--- config.mk ---
export PLATFORM = sky130hd
export DESIGN_NAME = class_file_stream_parser
export DESIGN_NICKNAME = d
export VERILOG_FILES = /design/src/rtl/cfsp_pkg.sv /design/src/rtl/class_file_stream_parser.sv
export VERILOG_INCLUDE_DIRS = /design/src /design/src/rtl
export SDC_FILE = /design/constraint.sdc
export NUM_CORES = 1
export LEC_CHECK = 0
export BUFFER_PORTS_ARGS = -buffer_cell sky130_fd_sc_hd__buf_2
export CAP_MARGIN = 10
export CORE_MARGIN = 4
export CORE_UTILIZATION = 37
export CTS_CLUSTER_DIAMETER = 100
export CTS_CLUSTER_SIZE = 40
export DETAILED_ROUTE_END_ITERATION = 6
export SLEW_MARGIN = 5
export SYNTH_ARGS = -nofsm -noshare
export SYNTH_HDL_FRONTEND = slang
export SYNTH_SLANG_ARGS = --single-unit
--- constraint.sdc ---
create_clock -name aclk -period 6.63 [get_ports aclk]
set_clock_uncertainty 0.1 [all_clocks]
set_input_delay 0.3315 -clock aclk [delete_from_list [all_inputs] [get_ports aclk]]
set_output_delay 0.3315 -clock aclk [all_outputs]
set_load 0.02 [all_outputs]
--- src/rtl/class_file_stream_parser_defines.svh ---
// Assertion helpers for the class file parser.
`ifndef CLASS_FILE_STREAM_PARSER_DEFINES_SVH
`define CLASS_FILE_STREAM_PARSER_DEFINES_SVH

// Same-cycle implication on aclk, masked during reset.
`define CFSP_ASSERT_NOW(lbl, pre, post) \
    lbl: assert property (@(posedge aclk) disable iff (!aresetn) (pre) |-> (post)) \
        else $error("parser check failed");

// Next-cycle implication on aclk, masked during reset.
`define CFSP_ASSERT_NEXT(lbl, pre, post) \
    lbl: assert property (@(posedge aclk) disable iff (!aresetn) (pre) |=> (post)) \
        else $error("parser check failed");

`endif

--- src/rtl/cfsp_pkg.sv ---
`timescale 1ns / 1ps
`default_nettype none

package cfsp_pkg;

    // Parse phases.
    localparam logic [4:0] PH_MAGIC   = 5'd0;
    localparam logic [4:0] PH_VERSION = 5'd1;
    localparam logic [4:0] PH_PCOUNT  = 5'd2;
    localparam logic [4:0] PH_CPTAG   = 5'd3;
    localparam logic [4:0] PH_CPA     = 5'd4;
    localparam logic [4:0] PH_CPB     = 5'd5;
    localparam logic [4:0] PH_UTF8    = 5'd6;
    localparam logic [4:0] PH_HEADER  = 5'd7;
    localparam logic [4:0] PH_ICOUNT  = 5'd8;
    localparam logic [4:0] PH_IENTRY  = 5'd9;
    localparam logic [4:0] PH_FBASE   = 5'd10;
    localparam logic [4:0] PH_MBASE   = 5'd14;
    localparam logic [4:0] PH_CBASE   = 5'd18;
    localparam logic [4:0] PH_DONE    = 5'd22;

    // Sub-phases of a member / attribute block.
    localparam logic [1:0] SUB_COUNT   = 2'd0;
    localparam logic [1:0] SUB_MEMBER  = 2'd1;
    localparam logic [1:0] SUB_ATTR    = 2'd2;
    localparam logic [1:0] SUB_PAYLOAD = 2'd3;

    // Sections.
    localparam logic [3:0] SEC_MAGIC    = 4'd0;
    localparam logic [3:0] SEC_VERSION  = 4'd1;
    localparam logic [3:0] SEC_POOL     = 4'd2;
    localparam logic [3:0] SEC_HEADER   = 4'd3;
    localparam logic [3:0] SEC_IFACE    = 4'd4;
    localparam logic [3:0] SEC_FIELDS   = 4'd5;
    localparam logic [3:0] SEC_METHODS  = 4'd6;
    localparam logic [3:0] SEC_CATTR    = 4'd7;
    localparam logic [3:0] SEC_FINISHED = 4'd8;

    // Part codes.
    localparam logic [3:0] PART_MAGIC     = 4'd0;
    localparam logic [3:0] PART_MINOR     = 4'd1;
    localparam logic [3:0] PART_MAJOR     = 4'd2;
    localparam logic [3:0] PART_COUNT     = 4'd3;
    localparam logic [3:0] PART_TAG       = 4'd4;
    localparam logic [3:0] PART_CONST_A   = 4'd5;
    localparam logic [3:0] PART_CONST_B   = 4'd6;
    localparam logic [3:0] PART_PAYLOAD   = 4'd7;
    localparam logic [3:0] PART_FLAGS     = 4'd8;
    localparam logic [3:0] PART_IFACE     = 4'd11;
    localparam logic [3:0] PART_ATTR_CNT  = 4'd12;
    localparam logic [3:0] PART_ATTR_NAME = 4'd13;
    localparam logic [3:0] PART_ATTR_LEN  = 4'd14;
    localparam logic [3:0] PART_NONE      = 4'd15;

    // Status codes.
    localparam logic [1:0] ST_OK       = 2'd0;
    localparam logic [1:0] ST_BAD_TAG  = 2'd1;
    localparam logic [1:0] ST_EARLY    = 2'd2;
    localparam logic [1:0] ST_TRAILING = 2'd3;

    // Constant pool tags.
    localparam logic [7:0] TAG_UTF8    = 8'd1;
    localparam logic [7:0] TAG_INT     = 8'd3;
    localparam logic [7:0] TAG_FLOAT   = 8'd4;
    localparam logic [7:0] TAG_LONG    = 8'd5;
    localparam logic [7:0] TAG_DOUBLE  = 8'd6;
    localparam logic [7:0] TAG_FIELDREF = 8'd9;
    localparam logic [7:0] TAG_NAMETYPE = 8'd12;
    localparam logic [7:0] TAG_MHANDLE = 8'd15;
    localparam logic [7:0] TAG_MTYPE   = 8'd16;
    localparam logic [7:0] TAG_INDY    = 8'd18;

    localparam int OUT_W = 120;

    function automatic logic tag_ok(input logic [7:0] t);
        return t == TAG_UTF8 || (t >= TAG_INT && t <= TAG_NAMETYPE) ||
               t == TAG_MHANDLE || t == TAG_MTYPE || t == TAG_INDY;
    endfunction

    function automatic logic [3:0] first_len(input logic [7:0] t);
        logic [3:0] n;
        n = 4'd2;
        if (t == TAG_INT || t == TAG_FLOAT) n = 4'd4;
        else if (t == TAG_LONG || t == TAG_DOUBLE) n = 4'd8;
        else if (t == TAG_MHANDLE) n = 4'd1;
        return n;
    endfunction

    function automatic logic has_second(input logic [7:0] t);
        return (t >= TAG_FIELDREF && t <= TAG_NAMETYPE) || t == TAG_MHANDLE || t == TAG_INDY;
    endfunction

endpackage

`default_nettype wire

--- src/rtl/class_file_stream_parser.sv ---
// Each accepted byte's result item is registered; it shows on the master side in the cycle after the byte is accepted.
// Throughput: one byte per cycle; one item is taken in every cycle while the
//   result register is empty or being drained in the same cycle.
// Reset (aresetn low, synchronous): parser returns to the magic phase with all
//   counters cleared but the pool index (set to one), status ok, and the result register empty.
`timescale 1ns / 1ps
`default_nettype none
`include "class_file_stream_parser_defines.svh"

module class_file_stream_parser
    import cfsp_pkg::*;
(
    input  wire logic               aclk,
    input  wire logic               aresetn,
    input  wire logic               s_tvalid,
    output logic                    s_tready,
    input  wire logic [7:0]         s_tdata,   // data_byte[7:0]
    input  wire logic               s_tlast,   // last_byte
    output logic                    m_tvalid,
    input  wire logic               m_tready,
    // section[3:0], entry_index[19:4], attr_index[35:20], part_code[39:36],
    // const_tag[47:40], field_done[48], field_value[112:49],
    // payload_byte[113], status[115:114], zeros[119:116]
    output logic [OUT_W-1:0]        m_tdata
);

    // Parser state.
    logic [4:0]  ph_reg, ph_next;
    logic [2:0]  k_reg, k_next;
    logic [63:0] acc_reg, acc_next;
    logic [15:0] pt_reg, pt_next;      // pool count
    logic [15:0] pp_reg, pp_next;      // pool index
    logic [7:0]  tag_reg, tag_next;
    logic [15:0] lt_reg, lt_next;      // list count
    logic [15:0] lp_reg, lp_next;
    logic [15:0] at_reg, at_next;      // attribute count
    logic [15:0] ap_reg, ap_next;
    logic [31:0] pl_reg, pl_next;      // payload bytes left
    logic [1:0]  err_reg, err_next;

    // Result register.
    logic               mv_reg;
    logic [OUT_W-1:0]   md_reg;

    logic        s_acc;
    logic [3:0]  o_sec, o_part;
    logic [15:0] o_ent, o_att;
    logic [7:0]  o_tag;
    logic        o_done, o_pay;
    logic [63:0] o_val;

    logic [4:0]  base;
    logic [4:0]  sub_full;
    logic [1:0]  sub;
    logic        is_pay;
    logic [16:0] pool_nx;
    logic [15:0] lp_inc, ap_inc;
    logic [3:0]  k_plus;
    logic [4:0]  member_done_ph;

    assign s_tready = !mv_reg || m_tready;
    assign s_acc    = s_tvalid && s_tready;
    assign m_tvalid = mv_reg;
    assign m_tdata  = md_reg;

    // One byte's full step: shift the byte into the accumulator, then advance
    // the layout walk. All of it is combinational.
    always_comb begin
        ph_next  = ph_reg;
        k_next   = k_reg;
        acc_next = acc_reg;
        pt_next  = pt_reg;
        pp_next  = pp_reg;
        tag_next = tag_reg;
        lt_next  = lt_reg;
        lp_next  = lp_reg;
        at_next  = at_reg;
        ap_next  = ap_reg;
        pl_next  = pl_reg;
        err_next = err_reg;

        o_sec  = SEC_FINISHED;
        o_part = PART_NONE;
        o_ent  = 16'd0;
        o_att  = 16'd0;
        o_tag  = 8'd0;
        o_done = 1'b0;
        o_val  = 64'd0;
        o_pay  = 1'b0;

        base = (ph_reg >= PH_CBASE) ? PH_CBASE : ((ph_reg >= PH_MBASE) ? PH_MBASE : PH_FBASE);
        sub_full = ph_reg - base;
        sub      = sub_full[1:0];
        is_pay   = ph_reg == PH_UTF8 || ph_reg == PH_FBASE + 5'd3 ||
                   ph_reg == PH_MBASE + 5'd3 || ph_reg == PH_CBASE + 5'd3;
        pool_nx  = {1'b0, pp_reg} +
                   (((tag_reg == TAG_LONG) || (tag_reg == TAG_DOUBLE)) ? 17'd2 : 17'd1);
        lp_inc   = lp_reg + 16'd1;
        ap_inc   = ap_reg + 16'd1;
        k_plus   = {1'b0, k_reg} + 4'd1;
        member_done_ph = (base == PH_FBASE) ? PH_MBASE : PH_CBASE;

        // Any byte after a complete file is an error.
        if (err_reg == ST_OK && ph_reg == PH_DONE) begin
            err_next = ST_TRAILING;
        end

        if (err_next == ST_OK) begin
            if (!is_pay) begin
                acc_next = {acc_reg[55:0], s_tdata};
            end
            k_next = k_plus[2:0];

            if (ph_reg == PH_MAGIC) begin
                o_sec = SEC_MAGIC; o_part = PART_MAGIC;
                if (k_reg == 3'd3) begin
                    o_done = 1'b1; ph_next = PH_VERSION; k_next = 3'd0;
                end
            end else if (ph_reg == PH_VERSION) begin
                o_sec  = SEC_VERSION;
                o_part = (k_reg < 3'd2) ? PART_MINOR : PART_MAJOR;
                o_done = k_reg[0];
                if (k_reg == 3'd3) begin
                    ph_next = PH_PCOUNT; k_next = 3'd0;
                end
            end else if (ph_reg == PH_PCOUNT) begin
                o_sec = SEC_POOL; o_part = PART_COUNT;
                if (k_reg == 3'd1) begin
                    o_done  = 1'b1;
                    pt_next = acc_next[15:0];
                    pp_next = 16'd1;
                    ph_next = (acc_next[15:0] > 16'd1) ? PH_CPTAG : PH_HEADER;
                    k_next  = 3'd0;
                end
            end else if (ph_reg >= PH_CPTAG && ph_reg <= PH_UTF8) begin
                o_sec = SEC_POOL;
                o_ent = pp_reg;
                o_tag = tag_reg;
                if (ph_reg == PH_CPTAG) begin
                    o_part   = PART_TAG;
                    o_done   = 1'b1;
                    o_tag    = s_tdata;
                    tag_next = s_tdata;
                    if (!tag_ok(s_tdata)) begin
                        err_next = ST_BAD_TAG;
                    end else begin
                        ph_next = PH_CPA; k_next = 3'd0;
                    end
                end else if (ph_reg == PH_CPA) begin
                    o_part = PART_CONST_A;
                    if (k_plus == first_len(tag_reg)) begin
                        o_done = 1'b1;
                        k_next = 3'd0;
                        if (tag_reg == TAG_UTF8) begin
                            pl_next = {16'd0, acc_next[15:0]};
                            if (acc_next[15:0] != 16'd0) begin
                                ph_next = PH_UTF8;
                            end else if (pool_nx >= {1'b0, pt_reg}) begin
                                ph_next = PH_HEADER;
                            end else begin
                                pp_next = pool_nx[15:0]; ph_next = PH_CPTAG;
                            end
                        end else if (has_second(tag_reg)) begin
                            ph_next = PH_CPB;
                        end else if (pool_nx >= {1'b0, pt_reg}) begin
                            ph_next = PH_HEADER;
                        end else begin
                            pp_next = pool_nx[15:0]; ph_next = PH_CPTAG;
                        end
                    end
                end else if (ph_reg == PH_CPB) begin
                    o_part = PART_CONST_B;
                    if (k_reg == 3'd1) begin
                        o_done = 1'b1;
                        k_next = 3'd0;
                        if (pool_nx >= {1'b0, pt_reg}) begin
                            ph_next = PH_HEADER;
                        end else begin
                            pp_next = pool_nx[15:0]; ph_next = PH_CPTAG;
                        end
                    end
                end else begin
                    // Utf8 body
                    o_part = PART_PAYLOAD; o_pay = 1'b1;
                    if (pl_reg != 32'd0) pl_next = pl_reg - 32'd1;
                    if (pl_reg <= 32'd1) begin
                        k_next = 3'd0;
                        if (pool_nx >= {1'b0, pt_reg}) begin
                            ph_next = PH_HEADER;
                        end else begin
                            pp_next = pool_nx[15:0]; ph_next = PH_CPTAG;
                        end
                    end
                end
            end else if (ph_reg == PH_HEADER) begin
                o_sec  = SEC_HEADER;
                o_part = PART_FLAGS + {2'd0, k_reg[2:1]};
                o_done = k_reg[0];
                if (k_reg == 3'd5) begin
                    ph_next = PH_ICOUNT; k_next = 3'd0;
                end
            end else if (ph_reg == PH_ICOUNT) begin
                o_sec = SEC_IFACE; o_part = PART_COUNT;
                if (k_reg == 3'd1) begin
                    o_done  = 1'b1;
                    lt_next = acc_next[15:0];
                    lp_next = 16'd0;
                    ph_next = (acc_next[15:0] != 16'd0) ? PH_IENTRY : PH_FBASE;
                    k_next  = 3'd0;
                end
            end else if (ph_reg == PH_IENTRY) begin
                o_sec = SEC_IFACE; o_part = PART_IFACE; o_ent = lp_reg;
                if (k_reg == 3'd1) begin
                    o_done  = 1'b1;
                    lp_next = lp_inc;
                    ph_next = (lp_inc >= lt_reg) ? PH_FBASE : PH_IENTRY;
                    k_next  = 3'd0;
                end
            end else if (ph_reg < PH_DONE) begin
                // fields, methods, class attributes
                o_sec = (base == PH_FBASE) ? SEC_FIELDS :
                        ((base == PH_MBASE) ? SEC_METHODS : SEC_CATTR);
                if (base == PH_CBASE) begin
                    o_ent = ap_reg;
                end else begin
                    o_ent = lp_reg; o_att = ap_reg;
                end
                case (sub)
                    SUB_COUNT: begin
                        o_part = PART_COUNT; o_ent = 16'd0; o_att = 16'd0;
                        if (k_reg == 3'd1) begin
                            o_done = 1'b1;
                            k_next = 3'd0;
                            if (base == PH_CBASE) begin
                                at_next = acc_next[15:0];
                                ap_next = 16'd0;
                                ph_next = (acc_next[15:0] != 16'd0) ? base + 5'd2 : PH_DONE;
                            end else begin
                                lt_next = acc_next[15:0];
                                lp_next = 16'd0;
                                ph_next = (acc_next[15:0] != 16'd0) ? base + 5'd1 :
                                          member_done_ph;
                            end
                        end
                    end
                    SUB_MEMBER: begin
                        o_att  = 16'd0;
                        o_part = (k_reg < 3'd6) ? PART_FLAGS + {2'd0, k_reg[2:1]} :
                                 PART_ATTR_CNT;
                        o_done = k_reg[0];
                        if (k_reg == 3'd7) begin
                            at_next = acc_next[15:0];
                            ap_next = 16'd0;
                            k_next  = 3'd0;
                            if (acc_next[15:0] != 16'd0) begin
                                ph_next = base + 5'd2;
                            end else begin
                                lp_next = lp_inc;
                                ph_next = (lp_inc >= lt_reg) ? member_done_ph : base + 5'd1;
                            end
                        end
                    end
                    SUB_ATTR: begin
                        o_part = (k_reg < 3'd2) ? PART_ATTR_NAME : PART_ATTR_LEN;
                        o_done = (k_reg == 3'd1) || (k_reg == 3'd5);
                        if (k_reg == 3'd5) begin
                            pl_next = acc_next[31:0];
                            k_next  = 3'd0;
                            if (acc_next[31:0] != 32'd0) begin
                                ph_next = base + 5'd3;
                            end else begin
                                ap_next = ap_inc;
                                if (ap_inc < at_reg) begin
                                    ph_next = base + 5'd2;
                                end else if (base == PH_CBASE) begin
                                    ph_next = PH_DONE;
                                end else begin
                                    lp_next = lp_inc;
                                    ph_next = (lp_inc >= lt_reg) ? member_done_ph :
                                              base + 5'd1;
                                end
                            end
                        end
                    end
                    default: begin
                        // attribute body
                        o_part = PART_PAYLOAD; o_pay = 1'b1;
                        if (pl_reg != 32'd0) pl_next = pl_reg - 32'd1;
                        if (pl_reg <= 32'd1) begin
                            k_next  = 3'd0;
                            ap_next = ap_inc;
                            if (ap_inc < at_reg) begin
                                ph_next = base + 5'd2;
                            end else if (base == PH_CBASE) begin
                                ph_next = PH_DONE;
                            end else begin
                                lp_next = lp_inc;
                                ph_next = (lp_inc >= lt_reg) ? member_done_ph :
                                          base + 5'd1;
                            end
                        end
                    end
                endcase
            end

            if (o_done) begin
                o_val    = acc_next;
                acc_next = 64'd0;
            end
            if (s_tlast && ph_next != PH_DONE && err_next == ST_OK) begin
                err_next = ST_EARLY;
            end
        end
    end

    always_ff @(posedge aclk) begin
        if (!aresetn) begin
            ph_reg  <= PH_MAGIC;
            k_reg   <= 3'd0;
            acc_reg <= 64'd0;
            pt_reg  <= 16'd0;
            pp_reg  <= 16'd1;
            tag_reg <= 8'd0;
            lt_reg  <= 16'd0;
            lp_reg  <= 16'd0;
            at_reg  <= 16'd0;
            ap_reg  <= 16'd0;
            pl_reg  <= 32'd0;
            err_reg <= ST_OK;
            mv_reg  <= 1'b0;
        end else begin
            if (s_acc) begin
                ph_reg  <= ph_next;
                k_reg   <= k_next;
                acc_reg <= acc_next;
                pt_reg  <= pt_next;
                pp_reg  <= pp_next;
                tag_reg <= tag_next;
                lt_reg  <= lt_next;
                lp_reg  <= lp_next;
                at_reg  <= at_next;
                ap_reg  <= ap_next;
                pl_reg  <= pl_next;
                err_reg <= err_next;
                mv_reg  <= 1'b1;
            end else if (m_tready) begin
                mv_reg  <= 1'b0;
            end
        end
    end

    // Result payload needs no reset.
    always_ff @(posedge aclk) begin
        if (s_acc) begin
            md_reg <= {4'd0, err_next, o_pay, o_val, o_done, o_tag, o_part,
                       o_att, o_ent, o_sec};
        end
    end

    // Errors are sticky.
    `CFSP_ASSERT_NEXT(a_err_sticky, err_reg != ST_OK, err_reg == $past(err_reg))
    // An accepted byte always leaves a result behind.
    `CFSP_ASSERT_NEXT(a_acc_result, s_acc, mv_reg)
    // A numeric field and a payload byte never coincide.
    `CFSP_ASSERT_NOW(a_done_vs_pay, mv_reg, !(md_reg[48] && md_reg[113]))
    // A nonzero status reports the finished section, unless it flags a bad tag or an early end.
    `CFSP_ASSERT_NOW(a_err_sec, mv_reg && md_reg[115:114] != ST_OK,
                     md_reg[3:0] == SEC_FINISHED || md_reg[39:36] == PART_TAG ||
                     md_reg[115:114] == ST_EARLY)

endmodule

`default_nettype wire

==> results.yml <==
synthesis:
  synthArstFlopShare: 0
  yosysWarnings: 0
  netlist_area_mm2: 0.01783
  synth_largest_area_cell: "dfxtp_1"
  synth_edf_count: 116
  ys_top_cells_by_area: "dfxtp_1 (24%), edfxtp_1 (20%), nor2_1 (5.8%)"
  ys_types: 93
  ys_seq_elements: 327
  synth.most_common_cell: "nor2_1"
  synthFlopType: "dfxtp_1"
  synth_common_cells: "nor2_1 (276), nand2_1 (224), dfxtp_1 (211)"
  synth_top_area_frac: 0.2368
  ys_seq_area_frac: 0.4322
  syn_inst: 2081
  synth_area_per_cell_um2: 8.570
route:
  drc_errors: 0
  routed_via_density: 5.837
  firstDrtPassIters: 5
  vias: 16086
  drtIter0Drc: 1867
  drtAntennaViolNets: 0
  wl_per_cell_um: 20.73
  wl_um: 57140
timing:
  final-setup-viol-count: 0
  finalSetupTns_ns: 0
  relSlewSlack: 0.2025
  rsz0062_at_grt: "no"
  period_needed_ns: 5.757
  tightest_slew_ns: 1.188
  finalHoldViolCount: 0
  timing.fmax_ghz: 0.1737
  slew_violations: 0
  setup_slack_ns: 0.8725
  min_period_over_period: 0.8684
power_and_ir_drop:
  ir_worst_vdd_v: 0.0001829
  power.density_mw_per_mm2: 232.5
  leakage_uw: 0.007165
floorplanning:
  rows: 80
  die_h_um: 227.6
  ios: 135
  dieArea_mm2: 0.05178
  start_util: 0.3743
  floorplan.core_area_mm2: 0.04765
  die_w_um: 227.6
hold_path:
  min_from: "s_tdata[5]"
  hold_class: "in2reg"
grt:
  grt_pass1_vias: 15078
  grt_overflow_total: 0
  track_usage: 0.2147
  grt_max_degree: 80
  grt_first_pass_wirelength_um: 88300
  antenna_found_initial: 1
finish:
  nNetsFinal: 2207
  drive_gt1_frac: 0.1074
  largest_register_ffs: 116
  area_growth_pct: 10.31
  num_antenna_cells: 0
outcome:
  status: "completed"
place:
  hpwl_um: 41230
  place_ws_ns: 0.9859
  io_buffer_count: 130
  place.gp.congestion: 0.9908
clock_tree:
  cts_resized: 0
  cts-root-buf: "clkbuf_16"
  clkTransAtPathRegs_ns: 0.12
  clock_latency_ns: 0.56
  cts_sinks: 327
  cts_buffers: 17
  cts_tree: "yes"
  htree_levels: 1
  max-clock-path-buffers: 3
critical_path:
  crit_type: "reg2reg"
  crit_fanout: 6
  timing.rr.start: "lp_reg[0]"
  required_ns: 6.81
  crit_start: "lp_reg[0]"
  arrival_ns: 5.94
  startpoint_type: "flop"
  crit_path_end_kind: "flop"
job:
  cap_violations: 0
power breakdown:
group	internal, uW	switching (uW)
Clock	559	806
Sequential	2140	40.6
Combinational	272	755
Total	2970	1600
critical path, stage by stage (launching register included):
cell and delay [ns]:
dfxtp_1 0.42, and3_1 0.25, and3_1 0.24, and3_1 0.24, and3_1 0.24, and3_1 0.26, and3_1 0.20, nand3_1 0.10
xnor2_1 0.21, ha_1 0.28, and4_1 0.22, o311ai_1 0.10, nor4_1 0.12, a2111oi_4 0.60, nor3b_2 0.43, mux2i_1 0.27
a21oi_1 0.12, or4_4 0.55, a2111oi_2 0.42, a21oi_1 0.11
metrics by stage:
step	hold WS (ns)	instances	utilization	power (uW)	instance area, um2
4_1_cts	0.09134	2756	0.4129	4615	19670
2_1_floorplan	0.3493	2084	-	2902	17850
3_5_place_dp	0.3648	2724	0.3988	3236	19000
3_3_place_gp	0.3632	2724	0.3988	3234	19000
5_1_grt	0.1290	2756	0.4129	4787	19670
6_report	0.1234	2756	0.4129	4573	19670
worst paths after layout:
| path | endpoint | slack (ns) | cells after the start |
|---|---|---|---|
| worst max register to register | m_tdata[115] | 0.87 | 19 |
| worst min-delay path | m_tdata[45] | 0.12 | 3 |
| worst max-delay path | m_tdata[115] | 0.87 | 19 |
| worst min register to register | pl_reg[7] | 0.39 | 2 |
cell families (layout without fill, tap and decap cells):
group           count (synthesis)  after routing  share of synthesized area
fa+ha+maj                      65             65                    0.04588
simple gates                  801            801                     0.2134
other cells                     1              4                  0.0002103
xor+xnor                       47             47                    0.02308
buf+inv                       206            263                    0.04574
mux                            39             39                    0.02245
compound gates                595            595                     0.2171
flops                         327            327                     0.4322
final cells by class:
cell class / count / area, um2
inverter: 65 / 246.5
clock inverter: 10 / 203.9
clock buffer: 20 / 446.7
multi-input combinational: 1551 / 9359
timing repair buffer: 168 / 940.9
sequential: 327 / 7707
fill: 4774 / 27970
tap: 615 / 769.5
placed cells by master, fill, tap and decap left out, drive strengths merged, types with 11 or more instances in the layout:
| master | netlist | layout |
|---|---|---|
| o211ai | 11 | 11 |
| xnor2 | 21 | 21 |
| a211oi | 66 | 66 |
| a22oi | 71 | 71 |
| or3 | 15 | 15 |
| nand2b | 15 | 15 |
| o21ai | 135 | 135 |
| mux2i | 37 | 37 |
| ha | 63 | 63 |
| a21oi | 168 | 168 |
| a22o | 43 | 43 |
| xor2 | 26 | 26 |
| nor4 | 27 | 27 |
| buf | 20 | 166 |
| dfxtp | 211 | 211 |
| edfxtp | 116 | 116 |
| nor2 | 277 | 277 |
| or3b | 11 | 11 |
| nand2 | 224 | 224 |
| and2 | 33 | 33 |
| nand3b | 16 | 16 |
| nand3 | 51 | 51 |
| and3 | 29 | 29 |
| nor3 | 39 | 39 |
| inv | 65 | 72 |
| nand4 | 19 | 19 |
| clkbuf | 121 | 20 |
| nor2b | 11 | 11 |
metal layers:
layer	vias up	GRT usage	wire, um
met5	-	0	12
met4	2	0.06285	1705
met3	101	0.02837	4042
met2	644	0.3463	25980
met1	7708	0.3026	25400
li1	7631	-	-
timing repair:
item | 4_1_cts | 5_1_grt
setup buffers | 0 | 0
hold buffers | 2 | 0
endpoints found under the hold margin | 1 | 0
endpoints found under the setup margin | 0 | 0
(Power assumes the default switching activity.)
